--- config.mk ---
export PLATFORM = sky130hd
export DESIGN_NAME = smq_ctrl
export DESIGN_NICKNAME = d
export VERILOG_FILES = /design/src/hw/rtl/smq_pkg.sv /design/src/hw/rtl/smq_ctrl.sv
export SDC_FILE = /design/constraint.sdc
export NUM_CORES = 1
export LEC_CHECK = 0
export ABC_CLOCK_PERIOD_IN_PS = 5000
export BUFFER_PORTS_ARGS = -buffer_cell sky130_fd_sc_hd__buf_2
export CAP_MARGIN = 20
export CORE_MARGIN = 8
export CORE_UTILIZATION = 50
export DETAILED_ROUTE_END_ITERATION = 16
export GPL_ROUTABILITY_DRIVEN = 0
export PLACE_DENSITY = 0.71
export SKIP_CTS_REPAIR_TIMING = 1
export SLEW_MARGIN = 20
export SYNTH_ARGS = -nofsm -noshare
export SYNTH_HDL_FRONTEND = slang
export SYNTH_SLANG_ARGS = --single-unit
--- constraint.sdc ---
create_clock -name clk_i -period 5 [get_ports clk_i]
set_clock_uncertainty 0.2 [all_clocks]
set_input_delay 0.25 -clock clk_i [delete_from_list [all_inputs] [get_ports clk_i]]
set_output_delay 0.25 -clock clk_i [all_outputs]
set_load 0.05 [all_outputs]
--- src/hw/rtl/smq_pkg.sv ---
// Shared types and codes for the slotted message queue.
package smq_pkg;

  // Default geometry of the slot ring
  localparam int unsigned NumSlotsDefault  = 16;
  localparam int unsigned SlotBytesDefault = 256;

  // Configuration register indexes
  localparam logic CFG_SLOTS_IN_USE = 1'b0;
  localparam logic CFG_SLOT_SIZE    = 1'b1;

  // Configuration register reset values
  localparam logic [4:0] SlotsInUseReset = 5'd16;
  localparam logic [8:0] SlotSizeReset   = 9'd256;

  typedef enum logic [2:0] {
    ACT_WRITE_BYTE = 3'd0,
    ACT_PUSH       = 3'd1,
    ACT_READ_BYTE  = 3'd2,
    ACT_RELEASE    = 3'd3,
    ACT_FLUSH      = 3'd4
  } action_e;

  typedef enum logic [2:0] {
    ST_OK        = 3'd0,
    ST_FULL      = 3'd1,
    ST_TOO_LONG  = 3'd2,
    ST_EMPTY     = 3'd3,
    ST_TOO_SMALL = 3'd4
  } status_e;

  // Byte memory access request
  typedef struct packed {
    logic wr_en;
    logic rd_en;
  } ram_req_t;

  // Result beat from the ring controller
  typedef struct packed {
    logic        done;
    status_e     status;
    logic [8:0]  msg_length;
    logic [12:0] pending_total;
    logic        is_empty;
    logic        is_full;
    logic        rd_hit;
  } result_t;

endpackage

--- src/hw/rtl/smq_ctrl.sv ---
// Ring controller: slot valid marks, lengths, pointers, running total, status.
module smq_ctrl
  import smq_pkg::*;
#(
  parameter int unsigned NumSlots  = NumSlotsDefault,
  parameter int unsigned SlotBytes = SlotBytesDefault,
  parameter int unsigned AddrW     = $clog2(NumSlots * SlotBytes)
) (
  input  logic             clk_i,
  input  logic             rst_ni,
  input  logic             cfg_we_i,
  input  logic             cfg_idx_i,
  input  logic [8:0]       cfg_wdata_i,
  input  logic             accept_i,
  input  logic [2:0]       action_i,
  input  logic [7:0]       byte_offset_i,
  input  logic [8:0]       length_i,
  input  logic [3:0]       entry_index_i,
  input  logic [8:0]       capacity_i,
  output ram_req_t         ram_req_o,
  output logic [AddrW-1:0] ram_addr_o,
  output result_t          result_o
);

  localparam int unsigned SlotW  = $clog2(NumSlots);
  localparam int unsigned CntW   = $clog2(NumSlots + 1);
  localparam int unsigned RingCw = (CntW > 5) ? CntW : 5;
  localparam int unsigned SizeCw = ($clog2(SlotBytes + 1) > 9) ? $clog2(SlotBytes + 1) : 9;
  localparam int unsigned IdxCw  = ((SlotW > 4) ? SlotW : 4) + 1;
  localparam logic [AddrW-1:0] SlotStride = AddrW'(SlotBytes);

  // Configuration
  logic [4:0] slots_q, slots_d;
  logic [8:0] size_q, size_d;

  // Ring state
  logic             valid_q [NumSlots];
  logic             valid_d [NumSlots];
  logic [8:0]       len_q   [NumSlots];
  logic             len_we;
  logic [SlotW-1:0] write_q, write_d;
  logic [SlotW-1:0] read_q, read_d;
  logic [CntW-1:0]  count_q, count_d;
  logic [12:0]      total_q, total_d;

  // Result registers
  logic    done_q, done_d;
  status_e status_q, status_d;
  logic [8:0] mlen_q, mlen_d;
  logic    rd_hit_q, rd_hit_d;

  logic [RingCw-1:0] ring_wide;
  logic [CntW-1:0]   ring;
  logic [8:0]        eff_size;
  logic [IdxCw-1:0]  idx_sum;
  logic [IdxCw-1:0]  idx_wrap;
  logic [SlotW-1:0]  rd_slot;
  logic [SlotW-1:0]  acc_slot;
  logic              off_ok;
  logic              idx_ok;
  logic [8:0]        head_len;
  logic [8:0]        entry_len;

  function automatic logic [SlotW-1:0] advance(input logic [SlotW-1:0] p,
                                               input logic [CntW-1:0]  n);
    logic [CntW-1:0] nxt;
    nxt = CntW'(p) + CntW'(1);
    return (nxt >= n) ? '0 : nxt[SlotW-1:0];
  endfunction

  // Saturate the register values to the ring geometry
  always_comb begin
    if (slots_q == 5'd0) begin
      ring_wide = RingCw'(1);
    end else if (RingCw'(slots_q) > RingCw'(NumSlots)) begin
      ring_wide = RingCw'(NumSlots);
    end else begin
      ring_wide = RingCw'(slots_q);
    end
    ring = ring_wide[CntW-1:0];
    if (SizeCw'(size_q) > SizeCw'(SlotBytes)) begin
      eff_size = 9'(SlotBytes);
    end else begin
      eff_size = size_q;
    end
  end

  // Locate the idx-th queued slot from the head
  assign idx_sum  = IdxCw'(read_q) + IdxCw'(entry_index_i);
  assign idx_wrap = (idx_sum >= IdxCw'(ring)) ? idx_sum - IdxCw'(ring) : idx_sum;
  assign rd_slot  = idx_wrap[SlotW-1:0];
  assign idx_ok   = (RingCw'(entry_index_i) < RingCw'(count_q));
  assign off_ok   = (9'(byte_offset_i) < eff_size);
  assign head_len  = len_q[read_q];
  assign entry_len = len_q[rd_slot];

  // Byte memory address
  assign acc_slot   = (action_i == ACT_READ_BYTE) ? rd_slot : write_q;
  assign ram_addr_o = AddrW'(acc_slot) * SlotStride + AddrW'(byte_offset_i);

  // Apply a configuration write, or decode the action and compute the next ring state
  always_comb begin
    slots_d   = slots_q;
    size_d    = size_q;
    valid_d   = valid_q;
    len_we    = 1'b0;
    write_d   = write_q;
    read_d    = read_q;
    count_d   = count_q;
    total_d   = total_q;
    done_d    = 1'b0;
    status_d  = ST_OK;
    mlen_d    = '0;
    rd_hit_d  = 1'b0;
    ram_req_o = '0;

    if (cfg_we_i) begin
      if (cfg_idx_i == CFG_SLOTS_IN_USE) begin
        slots_d = cfg_wdata_i[4:0];
      end else begin
        size_d = cfg_wdata_i;
      end
      for (int i = 0; i < NumSlots; i++) valid_d[i] = 1'b0;
      write_d = '0;
      read_d  = '0;
      count_d = '0;
      total_d = '0;
    end else if (accept_i) begin
      done_d = 1'b1;
      unique case (action_i)
        ACT_WRITE_BYTE: begin
          if (valid_q[write_q]) begin
            status_d = ST_FULL;
          end else if (!off_ok) begin
            status_d = ST_TOO_LONG;
          end else begin
            ram_req_o.wr_en = 1'b1;
          end
        end
        ACT_PUSH: begin
          if (length_i > eff_size) begin
            status_d = ST_TOO_LONG;
          end else if (valid_q[write_q]) begin
            status_d = ST_FULL;
          end else begin
            len_we           = 1'b1;
            valid_d[write_q] = 1'b1;
            write_d          = advance(write_q, ring);
            count_d          = count_q + CntW'(1);
            total_d          = total_q + 13'(length_i);
            mlen_d           = length_i;
          end
        end
        ACT_READ_BYTE: begin
          if (!idx_ok) begin
            status_d = ST_EMPTY;
          end else begin
            mlen_d = entry_len;
            if (!off_ok) begin
              status_d = ST_TOO_LONG;
            end else begin
              ram_req_o.rd_en = 1'b1;
              rd_hit_d        = 1'b1;
            end
          end
        end
        ACT_RELEASE: begin
          if (!valid_q[read_q]) begin
            status_d = ST_EMPTY;
          end else begin
            mlen_d = head_len;
            if (head_len > capacity_i) begin
              status_d = ST_TOO_SMALL;
            end else begin
              valid_d[read_q] = 1'b0;
              read_d          = advance(read_q, ring);
              if (count_q != '0) count_d = count_q - CntW'(1);
              total_d = total_q - 13'(head_len);
            end
          end
        end
        ACT_FLUSH: begin
          for (int i = 0; i < NumSlots; i++) valid_d[i] = 1'b0;
          write_d = '0;
          read_d  = '0;
          count_d = '0;
          total_d = '0;
        end
        default: begin
          // Unused action codes leave the state alone
        end
      endcase
    end
  end

  // Hold control state and result beat
  always_ff @(posedge clk_i or negedge rst_ni) begin
    if (!rst_ni) begin
      slots_q  <= SlotsInUseReset;
      size_q   <= SlotSizeReset;
      for (int i = 0; i < NumSlots; i++) valid_q[i] <= 1'b0;
      write_q  <= '0;
      read_q   <= '0;
      count_q  <= '0;
      total_q  <= '0;
      done_q   <= 1'b0;
      status_q <= ST_OK;
      rd_hit_q <= 1'b0;
    end else begin
      slots_q  <= slots_d;
      size_q   <= size_d;
      valid_q  <= valid_d;
      write_q  <= write_d;
      read_q   <= read_d;
      count_q  <= count_d;
      total_q  <= total_d;
      done_q   <= done_d;
      status_q <= status_d;
      rd_hit_q <= rd_hit_d;
    end
  end

  // Store committed lengths; only read behind a valid mark
  always_ff @(posedge clk_i) begin
    mlen_q <= mlen_d;
    if (len_we) begin
      len_q[write_q] <= length_i;
    end
  end

  // Ring views are taken after the action has landed
  assign result_o.done          = done_q;
  assign result_o.status        = status_q;
  assign result_o.msg_length    = mlen_q;
  assign result_o.pending_total = total_q;
  assign result_o.is_empty      = ~valid_q[read_q];
  assign result_o.is_full       = valid_q[write_q];
  assign result_o.rd_hit        = rd_hit_q;

endmodule
Word-level counts from Yosys, hierarchy flattened. Memories as Yosys holds them, arrays and structs flattened. Cells that the tools add are included.

Equality and inequality tests: 9. Order comparisons: 13. Reductions and logical operators: 16. Multiply operators: 0. $add $sub $neg: 9. Bitwise logic cells: 8. Multiplexer cells: 82. Div/mod/pow operators: 0. Shift operators: 0.

Operator list (number): $mux W16 (6); $mux W13 (6); $mux W4 (12); $pmux W16 S3 (1); $mux W5 (9); $mux W9 (5); $pmux W13 S3 (1); $pmux W9 S3 (1); $mux W1 (23); $gt A9 B9 Y1 (2); $mux W3 (6); $and A16 B16 Y16 (1); $not A16 Y16 (1); $or A16 B16 Y16 (1); $pmux W4 S2 (2); $ge A5 B5 Y1 (3); $ne A3 B3 Y1 const B (5); $pmux W5 S3 (1); $add A13 B9 Y13 (1); $sub A13 B9 Y13 (1); $add A12 B8 Y12 (1); $pmux W3 S4 (1); $add A4 B1 Y5 const B (2); $ge A5 B5 Y1 const B (2); 29 further kinds (43).

Bits of input ports: 47. Bits in writable memories: 144. Memory bits (read-only): 0. Output and inout bits: 43. Flip-flop bits (word level): 70. Memories kept: 1. Bits in latches: 0.

Memory list: len_q (depth 16, width 9, read ports 2, clocked after memory_dff 0, wr ports 1, RTL line smq_ctrl.sv:39) `logic [8:0] len_q [NumSlots];`.

Logic depth before layout (Yosys ltp). Gate-level depths: netlist of run 1.

Depth after elaboration: 12. Depth in mapped cells: 19. Gate-level depth less buffers: 16.

Least setup slack after synthesis of run 1. No wires, ideal clock.

Path kind: reg-to-reg. From: register read_q[0]. To: register read_q[3]. Data required time: 4.675 ns. Path buffers: 3. Arrival time: 4.566 ns. Setup time: 0.125 ns. Path slack: 0.109 ns. Stages on the path, launching flop included: 12. Path through: dfrtp_1 > buf_2 > buf_1 > buf_2 > mux4_2 > mux4_2 > ha_1 > or4_1 > a221oi_1 > a211oi_1 > o41ai_1 > mux2_2.

Longest elaborated chain between the ends: 8. Elaborated cells between the ends (all ways): 17.

RTL lines: start: declaration (RTL line smq_ctrl.sv:42) `logic [SlotW-1:0] read_q, read_d;`; start signal: assignment (RTL line smq_ctrl.sv:214) `read_q <= read_d;`; $add A4 B1 Y5 (RTL line smq_ctrl.sv:67) `nxt = CntW'(p) + CntW'(1);`; $ge A5 B5 Y1 (RTL line smq_ctrl.sv:68) `return (nxt >= n) ? '0 : nxt[SlotW-1:0];`; $mux W4 (RTL line smq_ctrl.sv:68); $mux W4 (RTL line smq_ctrl.sv:172) `if (head_len > capacity_i) begin`; $mux W4 (RTL line smq_ctrl.sv:168) `if (!valid_q[read_q]) begin`; $pmux W4 S2 (RTL line smq_ctrl.sv:130) `unique case (action_i)`; $mux W4 (RTL line smq_ctrl.sv:128) `end else if (accept_i) begin`; $mux W4 (RTL line smq_ctrl.sv:117) `if (cfg_we_i) begin`.

Several ways; a longest one is shown, not always the timed one. The select of a mux whose other input is x is not followed. A chain may end at the register's enable or synchronous reset.

Worst setup path after layout of run 1.
From: register read_q[0]. To: register total_q[12].

Longest elaborated chain between the ends: 7. Elaborated cells between the ends (all ways): 15.

RTL lines: $mem_v2 Z16 W9; $sub A13 B9 Y13 (RTL line smq_ctrl.sv:178) `total_d = total_q - 13'(head_len);`; $mux W13 (RTL line smq_ctrl.sv:172); $mux W13 (RTL line smq_ctrl.sv:168); $pmux W13 S3 (RTL line smq_ctrl.sv:130); $mux W13 (RTL line smq_ctrl.sv:128); $mux W13 (RTL line smq_ctrl.sv:117); end signal: assignment (RTL line smq_ctrl.sv:216) `total_q <= total_d;`; end: declaration (RTL line smq_ctrl.sv:44) `logic [12:0] total_q, total_d;`.

Several ways; a longest one is shown, not always the timed one. The select of a mux whose other input is x is not followed.

==> run metrics, run 1 <==
outcome=finished clean; Clk pwr share=0.268; vias in the first global route=9236; Starting Density=0.505; Switching Share=0.365; Slew Limit Headroom=0.353; ys flop type=edfxtp_1; Psw=2.52 mW; syn nets=1150; Clk Latency, worst-skew pair=520 ps; CORE AREA=25000 um2; Syn-to-layout area delta=15.3%; first-pass GRT wire length=53000 um; Clk pin slew, worst setup/hold paths=60 ps; combinational share of power=0.424; max-cap viol count=0; WL final=34500 um; commonest non-fill, non-tap cell in the layout=edfxtp_1; chip width=175 um; worst-path maximum fanout=39; most frequent cells in the layout=edfxtp_1 (144), buf_2 (89), nand2_1 (77), mux4_2 (72), ha_1 (71); # rows=58; CTS tree=built; critical path launch point type=flop; internal power=4.39 mW; via count=9276; Worst Reg-to-Reg Cells=13; min Tclk post-route=4730 ps; Seq pwr share=0.308; FF-to-FF End=total_q[12]; H-tree depth=1; Synth cell types=61; final hold vios=0; antenna violations before repair=0; DP Wirelength=23900 um; Max IR drop VDD=283 uV; power per cell area=474 nW/um2; vias per cell=6.26; Die Y=175 um; largest net degree at the start of global routing=62; number of synthesized register bits=214; achievable clock frequency=211 MHz; Reg2Reg Setup Slack=270 ps; gr ovfl total=0; ant diodes=0; Total Routing Usage GR=0.222; Final Max Tran Viols=0; Worst Max-Slew Pin Slew=964 ps; CP arrival=4980 ps; drt wl/cell=23.3 um; clock sinks=214; RSZ-0062 raised after global routing=no; drt drc=0; Fin Setup TNS=0 ps; ANT nets after route=0; sequential area share after synthesis=0.477; drt pass-1 iters=5; Die ar.=30600 um2; Final #Nets=1255; HP Class=in2reg; ys async rst share=0.285; fraction of layout instances using a drive strength above 1=0.242; Max Root-Sink Buffers=3; DRT iter0 DRCs=1014; Post-Syn Instances=1028; IO Port Bufs=89; cell area after synthesis=12600 um2; leak pwr=5.96 nW; reg-to-reg startpoint=read_q[0]; fin crit share=0.946; CTS Root Cell=clkbuf_16; critical path endpoint=total_q[12]; WS Path Type=reg2reg; syn_area_per_cell=12.3 um2; Finished Core Util=0.582; TritonCTS Buffers=24; critical path endpoint category=flop; setup violators final=0; Post-synth EDFFs=144; critical path startpoint=read_q[0]; worst endpoint required time=5250 ps; io pins=90; synth warn=0
-- synthesized netlist by cell type, types with 3 or more instances --
cell | number | area [um2]
nand2_1 | 77 | 289
a211oi_1 | 16 | 120
nor3_1 | 18 | 90.1
o21a_1 | 3 | 22.5
a211o_1 | 9 | 78.8
a41oi_1 | 7 | 61.3
o31ai_1 | 13 | 97.6
nand3b_1 | 4 | 30.0
a22oi_1 | 7 | 52.6
dfxtp_1 | 9 | 180
mux2_2 | 30 | 338
nand4_1 | 4 | 25.0
buf_4 | 13 | 97.6
buf_1 | 8 | 30.0
mux2i_1 | 34 | 340
dfrtp_1 | 59 | 1480
fa_1 | 4 | 80.1
or4_1 | 5 | 37.5
and3_1 | 13 | 81.3
ha_1 | 71 | 888
o21ai_0 | 45 | 225
o41ai_1 | 5 | 43.8
o211ai_1 | 4 | 30.0
o2bb2ai_1 | 4 | 35.0
nor2_1 | 65 | 244
a21o_1 | 14 | 105
o21bai_1 | 8 | 60.1
nand3_1 | 18 | 90.1
mux4_2 | 72 | 1620
edfxtp_1 | 144 | 4320
o211a_1 | 8 | 80.1
or2_2 | 4 | 25.0
inv_1 | 38 | 143
xnor2_1 | 8 | 70.1
clkbuf_1 | 31 | 116
a31oi_1 | 3 | 18.8
nor2b_1 | 14 | 87.6
a21oi_1 | 66 | 330
buf_2 | 13 | 65.1
nand2b_1 | 18 | 113
xor2_1 | 15 | 131
-- flip-flops by register name, indices dropped and copies added, names as in the netlist --
name / cells
write_q: 4
status_q: 3
valid_q: 16
size_q: 9
len_q: 144
count_q: 5
rd_hit_q: 1
done_q: 1
read_q: 4
mlen_q: 9
total_q: 13
slots_q: 5
-- final cells by class --
type,instances,area (um2)
fill,2009,10500
tap,330,413
multi-input combinational,710,6190
timing repair buffer,144,956
clock inverter,12,178
sequential,214,6040
clock buffer,32,661
inverter,39,146
-- power groups by stage --
stage | sequential (mW) | clock (mW) | combinational (mW)
5_1_grt | 2.15 | 1.95 | 3.16
3_5_place_dp | 2.16 | 0 | 2.90
6_report | 2.13 | 1.85 | 2.93
3_3_place_gp | 2.16 | 0 | 2.85
2_1_floorplan | 2.28 | 0 | 2.05
4_1_cts | 2.13 | 1.87 | 2.92
-- through the flow --
step / hold slack, ps / worst slack [ps] / cell area [um2] / power, mW / cells
detailed placement: 282 / 248 / 13500 / 5.06 / 1418
CTS: -260 / 231 / 14400 / 6.92 / 1462
finish: 26.1 / 268 / 14600 / 6.91 / 1481
global placement: 282 / 360 / 13500 / 5.01 / 1418
floorplan: -246 / 109 / 12600 / 4.33 / 1028
global route: 4.21 / 49.6 / 14600 / 7.26 / 1481
-- kinds of logic (layout without fill, tap and decap cells) --
logic type               count (synthesis)  in the layout  share of synthesized area
XOR/XNOR                                23             23                     0.0159
multiplexers                           136            136                      0.182
AO/OA/AOI/OAI                          231            231                      0.121
AND/OR/NAND/NOR                        245            245                     0.0908
flip-flops                             214            214                      0.477
adder cells (fa/ha/maj)                 75             75                     0.0766
buffers and inverters                  104            227                     0.0360
-- worst max-delay path: stages, from the launching register on --
cell and delay [ps]:
dfrtp_2 510, buf_12 320, mux4_2 580, mux4_2 550, o21ai_0 200, ha_1 310
a211oi_1 330, o21bai_1 150, a31oi_1 260, o21ai_0 180, o41ai_1 350, xor2_1 150
or4_1 420, nand3_1 90
-- worst min-delay path by stage --
| stage | start | depth (start not counted) | to |
|---|---|---|---|
| 2_1_floorplan | rst_ni | 0 | count_q[0] |
| 3_3_place_gp | rst_ni | 2 | slots_q[3] |
| 3_5_place_dp | rst_ni | 2 | slots_q[0] |
| 4_1_cts | rst_ni | 2 | slots_q[0] |
| 5_1_grt | length_i[2] | 1 | len_q[0][2] |
| 6_report | length_i[6] | 1 | len_q[2][6] |
-- metal layers --
metal / part of all wire / track usage / up-vias
li1: - / - / 4161
met1: 0.41 / 0.292 / 4537
met2: 0.46 / 0.354 / 496
met3: 0.096 / 0.0555 / 82
met4: 0.032 / 0.0763 / 0
met5: 0 / 0 / -
No activity file was read; power rests on OpenSTA's default activity.
==> run 2, diff against run 1 <==
Settings changed: ABC_CLOCK_PERIOD_IN_PS 5000 to 4900, PLACE_DENSITY 0.71 to 0.68.
Clock period 5 ns to 4.9 ns, I/O delays scaled along.
==> run metrics, run 2 (synthesis gave the netlist of run 1 again) <==
Cell Count, Final, Fillers Out=1493 (+0.81%); Max IR drop VDD=365 uV (+29%); Slew Limit Headroom=0.343 (-0.0104); CORE AREA=25000 um2 (unchanged); Seq pwr share=0.311 (+0.003); DRT iter0 DRCs=1062 (+4.7%); final hold vios=6 (+6); via count=9267 (-0.097%); CTS Root Cell=clkbuf_16; worst hold slack=-36.7 ps (-62.9 ps); Switching Share=0.368 (+0.00348); Top reg by flops=len_q; Max Root-Sink Buffers=3 (unchanged); HP Class=in2reg; H-tree depth=1 (unchanged); fin area=14600 um2 (+0.50%); max reg flops=144 (unchanged); Syn-to-layout area delta=15.9%; power per cell area=479 nW/um2 (+1.0%); worst endpoint required time=5150 ps (-100 ps); outcome=complete, but fails checks; min Tclk post-route=4640 ps (-94.3 ps); Die Y=175 um (unchanged); Total Routing Usage GR=0.227 (+0.00428); fraction of layout instances using a drive strength above 1=0.255 (+0.0130); Psw=2.58 mW (+2.5%); antenna violations before repair=0 (unchanged); Starting Density=0.505 (unchanged); peak per-stage delay on the critical path=580 ps (about the same); WL final=34800 um (+0.81%); largest net degree at the start of global routing=62 (unchanged); RSZ-0062 raised after global routing=no; Clk pwr share=0.263 (-0.005); fin crit share=0.946 (about the same); Cell Chain, Critical Path=buf_4 > mux4_2 > mux4_2 > ha_1 > or4_1 > a221oi_1 > a211oi_1 > nor3_1 > o31ai_4 > buf_4 > or4_1 > nand3_1; first-pass GRT wire length=54000 um (+2.1%); # rows=58 (unchanged); Worst path top cell family by delay=simple AND/OR/NAND/NOR gates; leak pwr=6.01 nW (+0.92%); registers with the most flip-flops=len_q (144), valid_q (16), total_q (13); vias per cell=6.21 (-0.90%); chip width=175 um (unchanged); Cell Area, Placed=13600 um2 (+0.78%); worst-path maximum fanout=28 (-28%); drt drc=0 (unchanged); critical path's slowest cell=dfrtp_4; Final #Nets=1267 (+0.96%); CTS tree=built; failing checks=negative hold slack; most frequent cells in the layout=edfxtp_1 (144), buf_2 (88), nand2_1 (77), mux4_2 (72), ha_1 (71); achievable clock frequency=216 MHz (+2.0%); placed cell count=1432 (+0.99%); Clk pin slew, worst setup/hold paths=60 ps (about the same); combinational share of power=0.426 (+0.002); critical path launch point type=flop; ANT nets after route=0 (unchanged); io pins=90 (unchanged); vias in the first global route=9212 (-0.26%); DP Wirelength=24200 um (+1.5%); Final Max Tran Viols=0 (unchanged); ant diodes=0 (unchanged); CP arrival=4890 ps (-90 ps); IO Port Bufs=89 (unchanged); max-cap viol count=0 (unchanged); internal power=4.44 mW (+1.0%); drt wl/cell=23.3 um (about the same); Die ar.=30600 um2 (unchanged); clock sinks=214 (unchanged); Clk Latency, worst-skew pair=540 ps (+20 ps); drt pass-1 iters=5 (unchanged); commonest non-fill, non-tap cell in the layout=edfxtp_1; Worst Path Buf+Inv=2 (+1); Worst Max-Slew Pin Slew=979 ps (+14.8 ps); setup violators final=0 (unchanged); TritonCTS Buffers=24 (unchanged); critical path endpoint category=flop; Fin Setup TNS=0 ps (unchanged); WS Path Type=reg2reg; gr ovfl total=0 (unchanged)
run 2: final timing paths:
path	start	endpoint	slack [ps]	depth (start not counted)
min	action_i[2]	valid_q[0]	-40	4
min in group asynchronous	rst_ni	total_q[7]	210	3
max in group asynchronous	rst_ni	read_q[0]	3640	3
max	read_q[0]	total_q[12]	260	12
max reg2reg	read_q[0]	total_q[12]	260	12
min reg2reg	total_q[8]	total_q[8]	310	2
run 2: metrics by stage:
stage / power (mW) / hold slack (ps) / utilization / setup slack [ps]
after floorplan: 4.42 / -251 / - / 9.45
after global routing: 7.39 / 3.13 / 0.585 / 16.2
final: 7.02 / -36.7 / 0.585 / 263
after global placement: 5.13 / 262 / 0.545 / 302
after CTS: 7.03 / -284 / 0.578 / 156
after detailed placement: 5.17 / 272 / 0.545 / 216
run 2: power by group through the flow:
stage / clock network, mW / logic (mW) / registers, mW
after floorplan: 0 / 2.09 / 2.33
after global placement: 0 / 2.92 / 2.21
after global routing: 1.94 / 3.25 / 2.20
after detailed placement: 0 / 2.96 / 2.22
final: 1.85 / 2.99 / 2.18
after CTS: 1.87 / 2.97 / 2.18
run 2: area by class of cell:
cell class                      instances  area, um2
Multi-Input combinational cell        710       6190
Clock inverter                         16        179
Fill cell                            2018      10400
Inverter                               39        146
Clock buffer                           28        636
Sequential cell                       214       6040
Timing Repair Buffer                  156       1040
Tap cell                              330        413
run 2: routing by layer:
metal,track usage,share of wire,up-vias
li1,-,-,4194
met1,0.310,0.42,4588
met2,0.367,0.48,434
met3,0.0414,0.085,51
met4,0.0586,0.020,0
met5,0,0,-
run 2: worst reg2reg max path: cells and delay by family, from the launching register on:
| family | cells | cell delay, ps |
|---|---|---|
| compound gates | 3 | 560 |
| fa+ha+maj | 1 | 230 |
| buf+inv | 2 | 500 |
| flops | 1 | 580 |
| mux | 2 | 1100 |
| simple gates | 4 | 1420 |
